### config.mk
export PLATFORM = sky130hd
export DESIGN_NAME = fftr_div_stage
export DESIGN_NICKNAME = d
export VERILOG_FILES = /design/src/rtl/core/fftr_pkg.sv /design/src/rtl/core/fftr_div_stage.sv
export SDC_FILE = /design/constraint.sdc
export NUM_CORES = 1
export LEC_CHECK = 0
export ABC_AREA = 1
export BUFFER_PORTS_ARGS = -buffer_cell sky130_fd_sc_hd__buf_2
export CAP_MARGIN = 20
export CORE_MARGIN = 1.5
export CORE_UTILIZATION = 31
export CTS_CLUSTER_DIAMETER = 100
export DETAILED_ROUTE_END_ITERATION = 12
export GPL_ROUTABILITY_DRIVEN = 0
export SLEW_MARGIN = 20
export SYNTH_ARGS = -nofsm -noshare
export SYNTH_HDL_FRONTEND = slang
export SYNTH_SLANG_ARGS = --single-unit
### constraint.sdc
create_clock -name clk -period 3.36 [get_ports clk]
set_clock_uncertainty 0.2 [all_clocks]
set_input_delay 0.168 -clock clk [delete_from_list [all_inputs] [get_ports clk]]
set_output_delay 0.168 -clock clk [all_outputs]
set_load 0.005 [all_outputs]
### src/rtl/core/fftr_pkg.sv
// ----------------------------------------------------------------------------
// fftr_pkg
// Shared constants and the divider slot type for the flat-field correction.
// ----------------------------------------------------------------------------
package fftr_pkg;

  // Field widths of the item ports
  localparam int PIX_W      = 16;
  // Significant pixel bits; the upper field bits are dropped
  localparam int PIXEL_BITS = 16;

  // Interpolation weight, Q1.16, one is 2^16
  localparam int FRAC_BITS = 16;
  localparam int WEIGHT_W  = FRAC_BITS + 1;
  localparam logic [WEIGHT_W-1:0] WEIGHT_ONE = WEIGHT_W'(1 << FRAC_BITS);

  // Interpolated flat scaled by 2^16, and flat minus dark, fit in this width
  localparam int FLAT_W = PIXEL_BITS + FRAC_BITS;

  // Ratio, Q8.16: quotient of (sample - dark) * 2^32 over the scaled flat minus dark
  localparam int RATIO_W   = 24;
  localparam int NUM_SHIFT = 32;
  localparam int REM_SHIFT = NUM_SHIFT - RATIO_W;
  localparam logic [RATIO_W-1:0] RATIO_MAX = '1;

  // Quotient bits resolved per divider stage
  localparam int STEP_BITS  = 2;
  localparam int DIV_STAGES = RATIO_W / STEP_BITS;

  // Payload moving down the divider
  typedef struct packed {
    logic               invalid;
    logic               sat;
    logic [FLAT_W-1:0]  rem;
    logic [FLAT_W-1:0]  divisor;
    logic [RATIO_W-1:0] quot;
  } div_slot_t;

endpackage

### src/rtl/core/fftr_div_stage.sv
// ----------------------------------------------------------------------------
// fftr_div_stage
// One registered stage of the restoring divider, resolving STEP_BITS bits.
// ----------------------------------------------------------------------------
module fftr_div_stage (
  input  logic              clk,
  input  logic              rst,
  input  logic              en,
  input  logic              in_valid,
  input  fftr_pkg::div_slot_t in_slot,
  output logic              out_valid,
  output fftr_pkg::div_slot_t out_slot
);
  import fftr_pkg::*;

  div_slot_t slot_next;

  always_comb begin
    logic [FLAT_W:0] shifted;
    logic            take;
    slot_next = in_slot;
    for (int i = 0; i < STEP_BITS; i++) begin
      shifted = {slot_next.rem, 1'b0};
      take    = (shifted >= {1'b0, slot_next.divisor});
      if (take) begin
        shifted = shifted - {1'b0, slot_next.divisor};
      end
      slot_next.rem  = shifted[FLAT_W-1:0];
      slot_next.quot = {slot_next.quot[RATIO_W-2:0], take};
    end
  end

  always_ff @(posedge clk) begin
    if (rst) begin
      out_valid <= 1'b0;
    end else if (en) begin
      out_valid <= in_valid;
    end
  end

  always_ff @(posedge clk) begin
    if (en) begin
      out_slot <= slot_next;
    end
  end

endmodule

==> results_dict.tcl <==
set metrics [dict create \
    antenna_found_initial 0 \
    async_reset_ff_frac 0 \
    die_h_um 167 \
    clock_path_buffers 2 \
    grt_overflow 0 \
    setup.worst_path.end_class "flop" \
    cp-start-kind "primary input" \
    drtAntennaViolNets 0 \
    ys_seq_area_frac 0.326 \
    hold_ws_ns 0.132 \
    slew_headroom 0.619 \
    syn_to_final_growth_pct 80.8 \
    worstPathRequired_ns 3.26 \
    p_seq_frac 0.235 \
    ys_ff_latch 91 \
    ys.flop_type "edfxtp_1" \
    cts_buffers 9 \
    cts_tree "yes" \
    rsz0062_at_grt "yes" \
    slew_viol_final 0 \
    clkPwrFrac 0.169 \
    hp-class "primary input to flop" \
    cell_internal_pwr_uw 4080 \
    mostFrequentLayoutCells "buf_4 (386), nand2_1 (337), buf_2 (178)" \
    fin_nets 1983 \
    path_clk_slew_ns 0.07 \
    final_common_cell "buf_4" \
    syn_area_um2 8350 \
    drt_wl_total_um 34500 \
    place_hpwl_um 25400 \
    critPathMaxFanout 5 \
    timing.final.crit_share 1.12 \
    initial_utilization 0.318 \
    violations "negative setup slack" \
    status "finished, violations left" \
    fmax_ghz 0.265 \
    post_drt_wl_per_cell_um 15.9 \
    htree_levels 3 \
    drt-pass1-iter-count 6 \
    drv_cap 0 \
    setup_viol 33 \
    ys_warn_count 0 \
    hold_viol 0 \
    combPwrFrac 0.595 \
    post-route-util 0.576 \
    leakage_uw 0.00746 \
    diodes 0 \
    synth_cell_type_count 40 \
    fp.coreArea_um2 26200 \
    grt_usage 0.233 \
    vias 10447 \
    die_x_um 167 \
    row_count 59 \
    power_density_nw_per_um2 431 \
    cp.arrival_ns 3.66 \
    fin_crit_ns 3.77 \
    clock_latency_ns 0.34 \
    netlist_instances 1185 \
    remaining_drc_errors 0 \
    grt_pass1_vias 10117 \
    cts.sinks 91 \
    worstSetupPathType "primary input to flop" \
    peakVddDrop_mv 0.223 \
    port_buffers 182 \
    grt_max_degree 43 \
    p_sw_frac 0.372 \
    setup_ws_ns -0.407 \
    synth_edf_count 90 \
    grt_first_pass_wirelength_um 51100 \
    cts_root_buffer "clkbuf_16" \
    max_slew.worst_pin.slew_ns 0.571 \
    dr.first_iter.drc_count 923 \
    drive_gt1_frac 0.502 \
    p_sw_uw 2420 \
    die_area_um2 27900 \
    vias_per_cell 4.83 \
    synth_nets 1343 \
    ios 185 \
    avgSynthCellArea_um2 7.04 \
]
[cell type report]
| type | count | area [µm²] |
|---|---|---|
| Timing Repair Buffer | 643 | 4750 |
| Clock buffer | 10 | 229 |
| Clock inverter | 6 | 87.6 |
| Inverter | 178 | 684 |
| Sequential cell | 91 | 2720 |
| Fill cell | 2217 | 11100 |
| Multi-Input combinational cell | 902 | 6190 |
| Tap cell | 335 | 419 |
[synth_stat cells, types with 4 or more instances]
master	instances	area (µm²)
ha_1	63	788
xnor2_1	6	52.6
nor2_1	73	274
a21oi_1	56	280
nor2_2	9	56.3
nand3_1	97	485
nand2_2	37	231
nand2_1	410	1540
a31oi_1	5	31.3
xor2_1	22	193
edfxtp_1	90	2700
nand3_2	5	50.1
a21o_1	6	45.0
or2_2	15	93.8
inv_2	13	48.8
nand4_1	15	93.8
o21ai_0	25	125
buf_4	4	30.0
inv_1	164	616
o21bai_1	11	82.6
nor3_1	10	50.1
buf_6	5	56.3
nand3b_1	16	120
[cells by family (layout without fill, tap and decap cells)]
| kind of cell | after synthesis | count (layout) | synth area share |
|---|---|---|---|
| xor+xnor | 28 | 28 | 0.0294 |
| fa+ha+maj | 64 | 64 | 0.0969 |
| mux | 1 | 1 | 0.00120 |
| simple gates | 700 | 700 | 0.375 |
| flops | 91 | 91 | 0.326 |
| buf+inv | 193 | 837 | 0.0979 |
| compound gates | 108 | 109 | 0.0733 |
[final timing paths]
kind	startpoint	endpoint	slack, ns	depth (start not counted)
setup reg to reg	out_valid	out_valid	2.01	3
setup / recovery	in_slot[43]	out_slot[66]	-0.41	28
hold reg to reg	out_valid	out_valid	0.85	3
hold / removal	en	out_slot[34]	0.13	1
[metrics by stage]
stage / setup TNS (ns) / instances / instance area (µm²) / total power, µW / worst slack, ns
floorplan: -4.50 / 1185 / 8720 / 3090 / -0.150
global placement: -34.57 / 2032 / 12500 / 4550 / -1.18
detailed placement: -37.78 / 2032 / 12500 / 4580 / -1.19
CTS: -9.56 / 2150 / 14400 / 6140 / -0.339
global route: -16.09 / 2165 / 15100 / 6870 / -0.549
finish: -12.78 / 2165 / 15100 / 6500 / -0.407
[critical path, stage by stage]
cell and delay, ns:
buf_8 0.08, clkinvlp_4 0.16, ha_4 0.33, nand2_4 0.05, buf_6 0.11, nor2_4 0.08, inv_2 0.06, nor3_2 0.17
nand2_2 0.11, nand3_4 0.09, buf_6 0.12, nand2_8 0.06, nand2_8 0.14, buf_12 0.14, nand3_2 0.08, nand2_4 0.11
ha_4 0.23, a21oi_4 0.18, o21ai_2 0.09, a21oi_2 0.22, nand2_4 0.09, nand3_2 0.07, nand2_2 0.07, nand2_4 0.10
nand3_4 0.20, buf_12 0.23, nand2_2 0.05, nand2_1 0.06
[registers in the layout, summed over array words and instances, names as in the netlist]
signal and cells:
out_slot 90, out_valid 1
[repair_timing]
action | 4_1_cts | 5_1_grt
gates resized for setup | 131 | 126
hold buffers | 58 | 0
pin swaps | 22 | 52
hold endpoints to repair | 57 | 0
setup endpoints to repair | 33 | 33
gates cloned | 5 | 3
setup buffers | 39 | 17
[routing by layer]
| layer | global-route usage | routed length [µm] | vias to the layer above |
|---|---|---|---|
| met5 | 0 | 0 | - |
| met4 | 0.111 | 1570 | 0 |
| met3 | 0.0233 | 1920 | 99 |
| met2 | 0.401 | 17000 | 402 |
| met1 | 0.293 | 14100 | 4827 |
| li1 | - | - | 5119 |
[power groups by stage]
stage               combinational [µW]  clock (µW)  sequential (µW)
floorplan                         1500           0             1590
global placement                  2990           0             1560
detailed placement                3030           0             1560
CTS                               3480        1130             1530
global route                      4150        1170             1550
finish                            3870        1100             1530
No activity file was read; power rests on OpenSTA's default activity.
